**src/rtl/core/tcss_pkg.sv**
```systemverilog
`timescale 1ns / 1ps
`default_nettype none

package tcss_pkg;

   // Width of the local and master time base.
   localparam int TIME_BITS = 32;
   localparam int DIV_IDX_W = $clog2(TIME_BITS);

   localparam int ADDR_W = 5;
   localparam int REG_IDX_W = 3;

   // Frame length and slot positions fit in 24 bits (255 * 65535).
   localparam int FRAME_W = 24;

   typedef enum logic [1:0] {
      MODE_TX_ACK   = 2'd0,
      MODE_ACK_RECV = 2'd1,
      MODE_QUERY    = 2'd2,
      MODE_NONE     = 2'd3
   } mode_type;

   typedef enum logic [1:0] {
      ACT_NONE      = 2'd0,
      ACT_SYNC_REQ  = 2'd1,
      ACT_SEND_DATA = 2'd2
   } action_type;

   typedef enum logic [REG_IDX_W-1:0] {
      REG_NODE_SLOT_INDEX = 3'd0,
      REG_NODE_COUNT      = 3'd1,
      REG_SLOT_LENGTH     = 3'd2,
      REG_FILTER_SHIFT    = 3'd3,
      REG_MIN_ROUND_TRIP  = 3'd4
   } reg_index_type;

   typedef enum logic [2:0] {
      S_IDLE,
      S_PREP,
      S_FILT,
      S_DIV,
      S_DONE
   } state_type;

   localparam logic [7:0]  RST_NODE_SLOT_INDEX = 8'd3;
   localparam logic [7:0]  RST_NODE_COUNT      = 8'd30;
   localparam logic [15:0] RST_SLOT_LENGTH     = 16'd3000;
   localparam logic [2:0]  RST_FILTER_SHIFT    = 3'd2;
   localparam logic [15:0] RST_MIN_ROUND_TRIP  = 16'd150;

   localparam int MIN_PAYLOAD = 4;

endpackage

`default_nettype wire

```
**src/rtl/core/tdma_clock_sync_slot_timer_top.sv**
```systemverilog
// Channel   Direction  Handshake               Payload
// req       in         req_valid / req_ready   req_mode, req_start_stamp, req_local_stamp,
//                                              req_master_stamp, req_payload_length
// rsp       out        rsp_valid / rsp_ready   rsp_locked, rsp_offset_us, rsp_round_trip_us,
//                                              rsp_action, rsp_wait_us
// csr       in/out     psel, penable, pready   paddr, pwrite, pwdata, prdata
//
// A transmit acknowledgement, a short acknowledgement or an unused mode passes through the
// prepare and final steps; a received stamp also passes through the filter step.
// After lock, a schedule query finds the frame position with a restoring divider that
// handles one bit of the time per cycle.
// Reset is synchronous and active high; it restores the register defaults and clears lock.
// A new item is taken whenever the sequencer is idle, even while a result waits in the
// output register; the sequencer holds in its last step only if that register is still full.
`timescale 1ns / 1ps
`default_nettype none

module tdma_clock_sync_slot_timer_top (
   input  wire logic                              clock,
   input  wire logic                              reset,
   input  wire logic                              req_valid,
   output logic                                   req_ready,
   input  wire logic [1:0]                        req_mode,
   input  wire logic [31:0]                       req_start_stamp,
   input  wire logic [31:0]                       req_local_stamp,
   input  wire logic [31:0]                       req_master_stamp,
   input  wire logic [5:0]                        req_payload_length,
   output logic                                   rsp_valid,
   input  wire logic                              rsp_ready,
   output logic                                   rsp_locked,
   output logic signed [31:0]                     rsp_offset_us,
   output logic [15:0]                            rsp_round_trip_us,
   output logic [1:0]                             rsp_action,
   output logic [23:0]                            rsp_wait_us,
   input  wire logic                              psel,
   input  wire logic                              penable,
   input  wire logic                              pwrite,
   input  wire logic [tcss_pkg::ADDR_W-1:0]       paddr,
   input  wire logic [31:0]                       pwdata,
   output logic [31:0]                            prdata,
   output logic                                   pready
);

   localparam int TB = tcss_pkg::TIME_BITS;
   localparam int FW = tcss_pkg::FRAME_W;
   localparam int IW = tcss_pkg::DIV_IDX_W;

   tcss_pkg::state_type state_ff, state_in;

   logic [7:0]  slot_index_ff, slot_index_in;
   logic [7:0]  node_count_ff, node_count_in;
   logic [15:0] slot_len_ff, slot_len_in;
   logic [2:0]  filter_shift_ff, filter_shift_in;
   logic [15:0] min_rtt_ff, min_rtt_in;

   logic               locked_ff, locked_in;
   logic signed [31:0] offset_ff, offset_in;
   logic [15:0]        round_trip_ff, round_trip_in;

   tcss_pkg::mode_type mode_ff, mode_in;
   logic [31:0] start_ff, start_in;
   logic [31:0] local_ff, local_in;
   logic [31:0] master_ff, master_in;
   logic [5:0]  plen_ff, plen_in;

   logic signed [31:0] raw_ff, raw_in;
   logic [TB-1:0]      now_ff, now_in;
   logic [FW-1:0]      frame_ff, frame_in;
   logic [FW-1:0]      sstart_ff, sstart_in;
   logic [FW-1:0]      rem_ff, rem_in;
   logic [IW-1:0]      idx_ff, idx_in;

   logic        rsp_valid_ff, rsp_valid_in;
   logic        rsp_locked_ff, rsp_locked_in;
   logic [31:0] rsp_offset_ff, rsp_offset_in;
   logic [15:0] rsp_rtt_ff, rsp_rtt_in;
   logic [1:0]  rsp_action_ff, rsp_action_in;
   logic [23:0] rsp_wait_ff, rsp_wait_in;

   logic                          cfg_write;
   logic [tcss_pkg::REG_IDX_W-1:0] cfg_idx;
   logic [7:0]                    cnt_eff;
   logic [15:0]                   slen_eff;
   logic [63:0]                   now_sum;
   logic [15:0]                   rtt_meas;
   logic [FW:0]                   rem_shift;
   logic [FW:0]                   send_pos;
   logic [FW:0]                   wrap_wait;
   logic [FW-1:0]                 wait_val;
   logic                          out_free;

   assign pready    = 1'b1;
   assign cfg_idx   = paddr[tcss_pkg::ADDR_W-1:2];
   assign cfg_write = psel && penable && pwrite && pready;

   assign req_ready = (state_ff == tcss_pkg::S_IDLE);
   assign out_free  = !rsp_valid_ff || rsp_ready;

   assign rsp_valid         = rsp_valid_ff;
   assign rsp_locked        = rsp_locked_ff;
   assign rsp_offset_us     = rsp_offset_ff;
   assign rsp_round_trip_us = rsp_rtt_ff;
   assign rsp_action        = rsp_action_ff;
   assign rsp_wait_us       = rsp_wait_ff;

   always_comb begin
      case (tcss_pkg::reg_index_type'(cfg_idx))
         tcss_pkg::REG_NODE_SLOT_INDEX: prdata = {24'd0, slot_index_ff};
         tcss_pkg::REG_NODE_COUNT:      prdata = {24'd0, node_count_ff};
         tcss_pkg::REG_SLOT_LENGTH:     prdata = {16'd0, slot_len_ff};
         tcss_pkg::REG_FILTER_SHIFT:    prdata = {29'd0, filter_shift_ff};
         tcss_pkg::REG_MIN_ROUND_TRIP:  prdata = {16'd0, min_rtt_ff};
         default:                       prdata = 32'd0;
      endcase
   end

   // Datapath terms used by the sequencer steps.
   assign cnt_eff   = (node_count_ff == 8'd0) ? 8'd1 : node_count_ff;
   assign slen_eff  = (slot_len_ff == 16'd0) ? 16'd1 : slot_len_ff;
   assign now_sum   = {32'd0, local_ff} + {{32{offset_ff[31]}}, offset_ff};
   assign rtt_meas  = local_ff[15:0] - start_ff[15:0];
   assign rem_shift = {rem_ff, now_ff[idx_ff]};
   assign send_pos  = {1'b0, sstart_ff} + {{(FW-15){1'b0}}, slen_eff};
   assign wrap_wait = {1'b0, frame_ff} - {1'b0, rem_ff} + {1'b0, sstart_ff};

   always_comb begin
      if (rem_ff < sstart_ff) begin
         wait_val = sstart_ff - rem_ff;
      end else if ({1'b0, rem_ff} < send_pos) begin
         wait_val = '0;
      end else begin
         wait_val = wrap_wait[FW-1:0];
      end
   end

   always_comb begin
      state_in        = state_ff;
      slot_index_in   = slot_index_ff;
      node_count_in   = node_count_ff;
      slot_len_in     = slot_len_ff;
      filter_shift_in = filter_shift_ff;
      min_rtt_in      = min_rtt_ff;
      locked_in       = locked_ff;
      offset_in       = offset_ff;
      round_trip_in   = round_trip_ff;
      mode_in         = mode_ff;
      start_in        = start_ff;
      local_in        = local_ff;
      master_in       = master_ff;
      plen_in         = plen_ff;
      raw_in          = raw_ff;
      now_in          = now_ff;
      frame_in        = frame_ff;
      sstart_in       = sstart_ff;
      rem_in          = rem_ff;
      idx_in          = idx_ff;
      rsp_valid_in    = rsp_valid_ff && !rsp_ready;
      rsp_locked_in   = rsp_locked_ff;
      rsp_offset_in   = rsp_offset_ff;
      rsp_rtt_in      = rsp_rtt_ff;
      rsp_action_in   = rsp_action_ff;
      rsp_wait_in     = rsp_wait_ff;

      if (cfg_write) begin
         case (tcss_pkg::reg_index_type'(cfg_idx))
            tcss_pkg::REG_NODE_SLOT_INDEX: slot_index_in   = pwdata[7:0];
            tcss_pkg::REG_NODE_COUNT:      node_count_in   = pwdata[7:0];
            tcss_pkg::REG_SLOT_LENGTH:     slot_len_in     = pwdata[15:0];
            tcss_pkg::REG_FILTER_SHIFT:    filter_shift_in = pwdata[2:0];
            tcss_pkg::REG_MIN_ROUND_TRIP:  min_rtt_in      = pwdata[15:0];
            default: ;
         endcase
      end

      case (state_ff)
         tcss_pkg::S_IDLE: begin
            if (req_valid) begin
               mode_in   = tcss_pkg::mode_type'(req_mode);
               start_in  = req_start_stamp;
               local_in  = req_local_stamp;
               master_in = req_master_stamp;
               plen_in   = req_payload_length;
               state_in  = tcss_pkg::S_PREP;
            end
         end
         tcss_pkg::S_PREP: begin
            state_in = tcss_pkg::S_DONE;
            case (mode_ff)
               tcss_pkg::MODE_TX_ACK: begin
                  if (rtt_meas >= min_rtt_ff) begin
                     round_trip_in = rtt_meas;
                  end
               end
               tcss_pkg::MODE_ACK_RECV: begin
                  raw_in = master_ff + {17'd0, round_trip_ff[15:1]} - local_ff;
                  if (plen_ff >= 6'(tcss_pkg::MIN_PAYLOAD)) begin
                     state_in = tcss_pkg::S_FILT;
                  end
               end
               tcss_pkg::MODE_QUERY: begin
                  if (locked_ff) begin
                     frame_in  = {{(FW-8){1'b0}}, cnt_eff} * {{(FW-16){1'b0}}, slen_eff};
                     sstart_in = {{(FW-8){1'b0}}, slot_index_ff} *
                                 {{(FW-16){1'b0}}, slen_eff};
                     now_in    = now_sum[TB-1:0];
                     rem_in    = '0;
                     idx_in    = IW'(TB - 1);
                     state_in  = tcss_pkg::S_DIV;
                  end
               end
               default: ;
            endcase
         end
         tcss_pkg::S_FILT: begin
            if (!locked_ff) begin
               offset_in = raw_ff;
               locked_in = 1'b1;
            end else begin
               offset_in = offset_ff - (offset_ff >>> filter_shift_ff)
                           + (raw_ff >>> filter_shift_ff);
            end
            state_in = tcss_pkg::S_DONE;
         end
         tcss_pkg::S_DIV: begin
            // One remainder step per cycle, most significant time bit first.
            if (rem_shift >= {1'b0, frame_ff}) begin
               rem_in = FW'(rem_shift - {1'b0, frame_ff});
            end else begin
               rem_in = rem_shift[FW-1:0];
            end
            idx_in = idx_ff - IW'(1);
            if (idx_ff == '0) begin
               state_in = tcss_pkg::S_DONE;
            end
         end
         tcss_pkg::S_DONE: begin
            if (out_free) begin
               rsp_valid_in  = 1'b1;
               rsp_locked_in = locked_ff;
               rsp_offset_in = offset_ff;
               rsp_rtt_in    = round_trip_ff;
               rsp_action_in = tcss_pkg::ACT_NONE;
               rsp_wait_in   = '0;
               if (mode_ff == tcss_pkg::MODE_QUERY) begin
                  if (locked_ff) begin
                     rsp_action_in = tcss_pkg::ACT_SEND_DATA;
                     rsp_wait_in   = wait_val;
                  end else begin
                     rsp_action_in = tcss_pkg::ACT_SYNC_REQ;
                  end
               end
               state_in = tcss_pkg::S_IDLE;
            end
         end
         default: state_in = tcss_pkg::S_IDLE;
      endcase
   end

   always_ff @(posedge clock) begin
      if (reset) begin
         state_ff        <= tcss_pkg::S_IDLE;
         slot_index_ff   <= tcss_pkg::RST_NODE_SLOT_INDEX;
         node_count_ff   <= tcss_pkg::RST_NODE_COUNT;
         slot_len_ff     <= tcss_pkg::RST_SLOT_LENGTH;
         filter_shift_ff <= tcss_pkg::RST_FILTER_SHIFT;
         min_rtt_ff      <= tcss_pkg::RST_MIN_ROUND_TRIP;
         locked_ff       <= 1'b0;
         offset_ff       <= '0;
         round_trip_ff   <= '0;
         rsp_valid_ff    <= 1'b0;
      end else begin
         state_ff        <= state_in;
         slot_index_ff   <= slot_index_in;
         node_count_ff   <= node_count_in;
         slot_len_ff     <= slot_len_in;
         filter_shift_ff <= filter_shift_in;
         min_rtt_ff      <= min_rtt_in;
         locked_ff       <= locked_in;
         offset_ff       <= offset_in;
         round_trip_ff   <= round_trip_in;
         rsp_valid_ff    <= rsp_valid_in;
      end
   end

   always_ff @(posedge clock) begin
      mode_ff       <= mode_in;
      start_ff      <= start_in;
      local_ff      <= local_in;
      master_ff     <= master_in;
      plen_ff       <= plen_in;
      raw_ff        <= raw_in;
      now_ff        <= now_in;
      frame_ff      <= frame_in;
      sstart_ff     <= sstart_in;
      rem_ff        <= rem_in;
      idx_ff        <= idx_in;
      rsp_locked_ff <= rsp_locked_in;
      rsp_offset_ff <= rsp_offset_in;
      rsp_rtt_ff    <= rsp_rtt_in;
      rsp_action_ff <= rsp_action_in;
      rsp_wait_ff   <= rsp_wait_in;
   end

   // Once lock is taken it is only lost through reset.
   a_lock_sticky: assert property (@(posedge clock) disable iff (reset)
      locked_ff |=> locked_ff)
      else $error("lock dropped without reset");

   // The partial remainder always stays below the frame length.
   a_rem_bound: assert property (@(posedge clock) disable iff (reset)
      (state_ff == tcss_pkg::S_DIV) |-> (rem_ff < frame_ff))
      else $error("divider remainder out of range");

   // A result is only loaded from the final sequencer step.
   a_rsp_source: assert property (@(posedge clock) disable iff (reset)
      $rose(rsp_valid_ff) |-> ($past(state_ff) == tcss_pkg::S_DONE))
      else $error("result loaded outside the final step");

   // The stored round trip changes only while a transmit acknowledgement is processed.
   a_rtt_source: assert property (@(posedge clock) disable iff (reset)
      (!$past(reset) && (round_trip_ff != $past(round_trip_ff))) |->
      ($past(state_ff) == tcss_pkg::S_PREP && $past(mode_ff) == tcss_pkg::MODE_TX_ACK))
      else $error("round trip changed outside a transmit acknowledgement");

   // The offset changes only in the filter step.
   a_offset_source: assert property (@(posedge clock) disable iff (reset)
      (!$past(reset) && (offset_ff != $past(offset_ff))) |->
      ($past(state_ff) == tcss_pkg::S_FILT))
      else $error("offset changed outside the filter step");

endmodule

`default_nettype wire
```
**config.mk**
```make
export PLATFORM = sky130hd
export DESIGN_NAME = tdma_clock_sync_slot_timer_top
export DESIGN_NICKNAME = d
export VERILOG_FILES = /design/src/rtl/core/tcss_pkg.sv /design/src/rtl/core/tdma_clock_sync_slot_timer_top.sv
export SDC_FILE = /design/constraint.sdc
export NUM_CORES = 2
export LEC_CHECK = 0
export BUFFER_PORTS_ARGS = -buffer_cell sky130_fd_sc_hd__clkbuf_2
export CAP_MARGIN = 10
export CORE_MARGIN = 2
export CORE_UTILIZATION = 60
export DETAILED_ROUTE_END_ITERATION = 8
export HOLD_SLACK_MARGIN = 0.06
export PLACE_DENSITY_LB_ADDON = 0.3
export SYNTH_ARGS = -nofsm -noshare
export SYNTH_HDL_FRONTEND = slang
export SYNTH_SLANG_ARGS = --single-unit
```
**constraint.sdc**
```tcl
create_clock -name clock -period 13.3 [get_ports clock]
set_clock_uncertainty 0.2 [all_clocks]
set_input_delay 0.665 -clock clock [delete_from_list [all_inputs] [get_ports clock]]
set_output_delay 0.665 -clock clock [all_outputs]
set_load 0.02 [all_outputs]
```
== Yosys cells after proc, flatten, opt, wreduce, memory -nomap -nowiden ==
Index checks and enable logic that the tools add are counted.

* Register bits: 408
* Word-level logic and storage cells: 114
* Input port bits: 148

* Equal/unequal tests: 15
* Multipliers: 2
* Reductions and logical operators: 26
* Shifts and indexed selects: 2
* Muxes and demuxes: 25
* $lt $le $gt $ge: 6
* Add/sub/neg operators: 12

{| class="wikitable"
|+ Operator list
! operator !! number
|-
| 24-bit two-way mux || 5
|-
| 16-bit case mux with 5 select lines || 1
|-
| 24-bit subtractor || 3
|-
| 32-bit adder || 2
|-
| 32-bit by 3-bit >>> shifter with 32-bit output || 2
|-
| 32-bit subtractor || 2
|-
| 8-bit by 16-bit multiplier with 24-bit output || 2
|-
| 24-bit case mux with 2 select lines || 1
|-
| 32-bit by 15-bit adder with 32-bit output || 1
|-
| 32-bit two-way mux || 1
|-
| 24-bit by 16-bit adder with 25-bit output || 1
|-
| 25-bit by 24-bit >= comparator with 1-bit output || 1
|-
| 24-bit by 25-bit less-than comparator with 1-bit output || 1
|-
| 24-bit adder || 1
|-
| 24-bit less-than comparator || 1
|-
| 2-bit AND reduction || 9
|-
| 16-bit >= comparator || 1
|-
| 16-bit logical NOT || 1
|-
| 16-bit two-way mux || 1
|-
| 16-bit subtractor || 1
|-
| 3-bit two-way mux || 5
|-
| 3-bit case mux with 5 select lines || 1
|-
| 3-bit by 2-bit == test with 1-bit output, second input constant || 4
|-
| 3-bit AND reduction || 4
|-
| 23 further kinds || 36
|}

== Logic depth before layout (Yosys ltp) ==
* Word-level depth: 6
* Gate-level depth with buffers: 25

== Worst setup path after synthesis ==
No wires, ideal clock.

* Path kind: register to register
* Start: register slot_len_ff[8]
* End: register frame_ff[23] (data pin)
* Stages on the path, launching flop included: 22
* Buffers on the path: 1
* Path slack: 7877 ps
* Arrival: 4964 ps
* Library setup time: 260 ps
* Period minus slack after synthesis: 5423 ps
* Path through: dfxtp_1 nor4_1 a41oi_1 clkbuf_1 inv_1 nand2_1 fa_1 fa_1 inv_1 fa_1 inv_1 fa_1 inv_1 ha_1 a21boi_1 o41ai_1 o31ai_1 a221o_1 nor3_1 o21bai_1 a21oi_1 xnor2_1

* Word-level cells in the longest chain between the ends: 3

{| class="wikitable"
|+ RTL lines
! element !! line !! source
|-
| start: declaration || tdma_clock_sync_slot_timer_top.sv:52 || <nowiki>logic [15:0] slot_len_ff, slot_len_in;</nowiki>
|-
| start signal: assignment || tdma_clock_sync_slot_timer_top.sv:264 || <nowiki>slot_len_ff <= tcss_pkg::RST_SLOT_LENGTH;</nowiki>
|-
| start signal: assignment || tdma_clock_sync_slot_timer_top.sv:275 || <nowiki>slot_len_ff <= slot_len_in;</nowiki>
|-
| 16-bit logical NOT || tdma_clock_sync_slot_timer_top.sv:119 || <nowiki>assign slen_eff = (slot_len_ff == 16'd0) ? 16'd1 : slot_len_ff;</nowiki>
|-
| 16-bit two-way mux (*) || tdma_clock_sync_slot_timer_top.sv:119 ||
|-
| 8-bit by 16-bit multiplier with 24-bit output (*) || tdma_clock_sync_slot_timer_top.sv:202 || <nowiki>frame_in = {{(FW-8){1'b0}}, cnt_eff} * {{(FW-16){1'b0}}, slen_eff};</nowiki>
|-
| end signal: assignment || tdma_clock_sync_slot_timer_top.sv:293 || <nowiki>frame_ff <= frame_in;</nowiki>
|-
| end: declaration || tdma_clock_sync_slot_timer_top.sv:68 || <nowiki>logic [FW-1:0] frame_ff, frame_in;</nowiki>
|}

Every way passes the cells marked *; elsewhere a longest branch is shown, timed or not.
A chain may end at the register's enable or synchronous reset.

== Worst setup path in the final report ==
* Start: register slot_len_ff[7]
* End: register rsp_wait_ff[23], in the netlist rsp_wait_us[23] (data pin)

* Word-level cells in the longest chain between the ends: 6

{| class="wikitable"
|+ RTL lines
! element !! line !! source
|-
| 16-bit logical NOT || tdma_clock_sync_slot_timer_top.sv:119 ||
|-
| 16-bit two-way mux (*) || tdma_clock_sync_slot_timer_top.sv:119 ||
|-
| 24-bit by 16-bit adder with 25-bit output (*) || tdma_clock_sync_slot_timer_top.sv:123 || <nowiki>assign send_pos = {1'b0, sstart_ff} + {{(FW-15){1'b0}}, slen_eff};</nowiki>
|-
| 24-bit by 25-bit less-than comparator with 1-bit output (*) || tdma_clock_sync_slot_timer_top.sv:129 || <nowiki>end else if ({1'b0, rem_ff} < send_pos) begin</nowiki>
|-
| 24-bit two-way mux (*) || tdma_clock_sync_slot_timer_top.sv:129 ||
|-
| 24-bit two-way mux (*) || tdma_clock_sync_slot_timer_top.sv:127 || <nowiki>if (rem_ff < sstart_ff) begin</nowiki>
|-
| end signal: assignment || tdma_clock_sync_slot_timer_top.sv:301 || <nowiki>rsp_wait_ff <= rsp_wait_in;</nowiki>
|-
| end: declaration || tdma_clock_sync_slot_timer_top.sv:78 || <nowiki>logic [23:0] rsp_wait_ff, rsp_wait_in;</nowiki>
|}

Marks and branches as above.

==> summary.txt <==
Global routing
  • Vias in the first global route: just under 30000
  • Largest net degree at the start of global routing: 85
  • GR Overflow Total: 0
  • First-pass GRT wire length: approximately 160 mm
  • Total track usage: 31.2%
  • Antenna violations before repair: 2

Routing
  • Final wirelength: 98.8 mm
  • Vias: approximately 29000
  • DR WL/cell: between 20 and 25 um
  • Number of vias per cell: 5.98
  • DR iter-0 viols: 2286
  • Post-DRT Antenna Nets: 0
  • First-pass detailed-route iteration total: 7
  • Number of remaining DRC errors: 0

Cells and area
  • Multi-input gate area: 0.0235 mm2
  • Share of layout cells above drive strength 1: about a tenth
  • Register Area: 0.0112 mm2
  • Fin area: 0.0411 mm2
  • Area growth, synth to finish: 10.7%
  • Most frequent cells in the layout: inv_1 (479), ha_1 (344), edfxtp_1 (302)
  • Total Nets Final: around 4800
  • Commonest non-fill, non-tap cell in the layout: inv_1
  • Filler cells: between 4000 and 5000

STA
  • Setup Viol. Count Final: 0
  • Final Hold Viols: 0
  • Slew @ Worst Pin: 1.09 ns
  • Final period util: approximately 53%
  • Max-slew violations: 0
  • Max-slew headroom: 27.0%
  • Fin Setup TNS: 0 ns
  • Max Fclk: approximately 140 MHz
  • Fin crit period: around 7 ns
  • RSZ-0062 raised after global routing: false

Floorplanning
  • Row cnt: slightly above 90
  • Initial Util: 60.4%
  • Die X: 253 um
  • # IOs: about 260
  • Core Region: slightly above 0.06 mm2
  • Die ar.: between 0.06 and 0.07 mm2
  • Die height: 253 um

Logic synthesis
  • Synth Instances: between 3000 and 4000
  • Distinct cells, synth: 83
  • Mux cell area share after synthesis: under 10%
  • Largest family of logic cells by synthesized area: adder cells
  • Yosys reg bits: 406
  • Post-synth EDFFs: 302
  • Yosys Warn Count: 0
  • Cell Area, Synth: around 0.037 mm2
  • Seq/Total Area, Yosys: about 30%
  • Predominant post-synthesis flop cell: edfxtp_1
  • FFs w/ async S/R, synth: 0%
  • Post-synthesis simple-gate area fraction: between 10% and 20%
  • Post-synthesis xor/xnor area fraction: roughly 4.8%
  • Compound-Gate Fraction of Synth Area: between 10 and 15%
  • Post-Synth Adder-Cell Area: ~25%
  • Syn avg cell area: 9.64 um2

Clock tree
  • Post-cts resize count: 0
  • CTS H-tree lvls: 2
  • Post-CTS setup buffers: 0
  • CTS root buf: clkbuf_16
  • Clock Pin Slew Worst Setup and Hold Paths: ~0.06 ns
  • CTS Buf Count: 48
  • CTS tree: built
  • Clk sinks: around 400
  • Clock latency at the later pin of the worst-skew pair: slightly above 0.6 ns
  • Bufs on Longest Clock Path: 3

Critical path
  • Crit path cell chain: nor4_1 -> a41oi_1 -> buf_4 -> inv_1 -> ha_1 -> fa_1 -> a21oi_2 -> o211ai_1 -> o21a_1 -> nand3_1 -> a21oi_1 -> o41a_1 -> xnor2_1 -> ha_1 -> nand2_1 -> o21ai_0 -> a2111oi_0 -> a21oi_1 -> a31oi_1 -> a311oi_4 -> nand2_2 -> nor3_1 -> o2bb2ai_1
  • Crit path DAT: between 7 and 8 ns
  • Worst Path Buf+Inv: 2
  • Slowest CP cell: dfxtp_1
  • Crit-path leading delay family: compound AO/OA/AOI/OAI gates
  • Critical Path RT: 13.54 ns
  • Crit path largest cell delay: 0.93 ns
  • Kind of critical path: register to register
  • Worst setup EP type: register
  • Critical Path Start Type: register
  • Critical path peak fanout: 20

Min path
  • Hold Crit Class: input pin to register

Outcome
  • Status: complete, no violations

Placed design
  • Final GP Congestion: slightly above 0.9
  • Placed Area: roughly 0.039 mm2
  • Final HPWL DP: slightly above 70 mm
  • Port buffer count: approximately 200

Power and ir drop
  • VDD IR-drop max: 0.124 mV
  • LEAKAGE: 0.0189 uW
  • Pwr Density: roughly 84 mW/mm2

Run
  • Max capacitance violation total: 0
[per-layer routing]
layer / up-vias / wire length (um) / track usage (%)
met5: - / 0 / 0
met4: 0 / 4510 / 13.3
met3: 261 / 7510 / 5.09
met2: 1180 / 46200 / 51.5
met1: 14143 / 40600 / 40.8
li1: 13696 / - / -
[area by class of cell]
cell class / count / area share [%]
diodes: 2 / 0.0122
repair buffers: 320 / 5.13
inverters: 483 / 4.41
well taps: 790 / 2.40
flip-flops and latches: 406 / 27.1
multi-input cells: 2804 / 57.2
clock inverters: 31 / 0.699
clock buffers: 57 / 3.05
[per-stage QoR]
step	total power [uW]	util (%)	instances	hold WS (ns)	setup WS, ns
after CTS	3470	66.9	4891	0.0805	6.38
after detailed placement	2140	63.0	4717	0.223	6.44
after floorplan	1970	-	3869	0.206	7.88
after global placement	2120	63.0	4717	0.214	6.46
final	3480	66.9	4893	0.0937	6.28
after global routing	3610	66.9	4893	0.0945	5.79
[cells in the mapped netlist (all sizes together), types with 12 or more instances]
cell type	n	area, um2
mux2i	106	1060
o21bai	24	180
a211oi	55	413
xnor2	133	1160
and3	37	231
nand4	17	106
o21ai	130	651
a211o	17	149
nand3b	13	97.6
dfxtp	104	2080
clkbuf	131	492
o22ai	12	81.3
nand3	56	280
ha	344	4300
nor2b	68	425
a31oi	29	181
a21oi	242	1210
nand2	273	1030
nor2	250	938
o31ai	12	95.1
nand2b	37	231
mux2	30	338
a21o	88	661
fa	242	4840
nor3	50	255
a22oi	28	210
buf	45	246
o21a	40	300
xor2	71	622
o211ai	18	135
and2	200	1250
or3	15	93.8
edfxtp	302	9070
mux4	43	968
inv	482	1810
[kinds of logic after synthesis]
family / Yosys count
DFF: 406
xor gates and xnor gates: 204
adders and majority gates: 586
AOI/OAI and AO/OA: 774
muxes: 179
buffers and inverters: 659
other: 2
and+or+nand+nor: 1044
[final timing paths]
check | cells after the start | slack [ns] | end | from
setup / recovery | 23 | 6.28 | rsp_wait_us[23] | slot_len_ff[7]
hold reg to reg | 0 | 0.25 | rsp_round_trip_us[2] | round_trip_ff[2]
hold / removal | 3 | 0.09 | slot_len_ff[8] | pwdata[8]
setup reg to reg | 23 | 6.28 | rsp_wait_us[23] | slot_len_ff[7]
[sequential cells by signal (all words and copies together) (netlist names), 3 cells and up]
| register | cells |
|---|---|
| rsp_wait_us | 24 |
| plen_ff | 4 |
| master_ff | 32 |
| state_ff | 3 |
| slot_index_ff | 8 |
| rsp_round_trip_us | 16 |
| start_ff | 16 |
| now_ff | 32 |
| min_rtt_ff | 16 |
| filter_shift_ff | 3 |
| frame_ff | 24 |
| round_trip_ff | 16 |
| sstart_ff | 24 |
| node_count_ff | 8 |
| local_ff | 32 |
| offset_ff | 32 |
| slot_len_ff | 16 |
| rsp_offset_us | 32 |
| idx_ff | 5 |
| rem_ff | 24 |
| raw_ff | 32 |
[worst min-delay path, cell delays in order]
cell and delay (ns):
clkbuf_2 0.09, nand2_1 0.04, nand3b_1 0.06
[power by group]
group | leakage, uW | total, uW | internal, uW | switching, uW
clock | 0.000746 | 1330 | 770 | 556
combinational | 0.0146 | 696 | 297 | 399
sequential | 0.00358 | 1450 | 1420 | 36.7
[timing repair]
action                                  CTS  global route
hold buffers                             86             0
endpoints found under the setup margin    0             0
endpoints found under the hold margin    86             0
No activity file was read; power rests on OpenSTA's default activity.
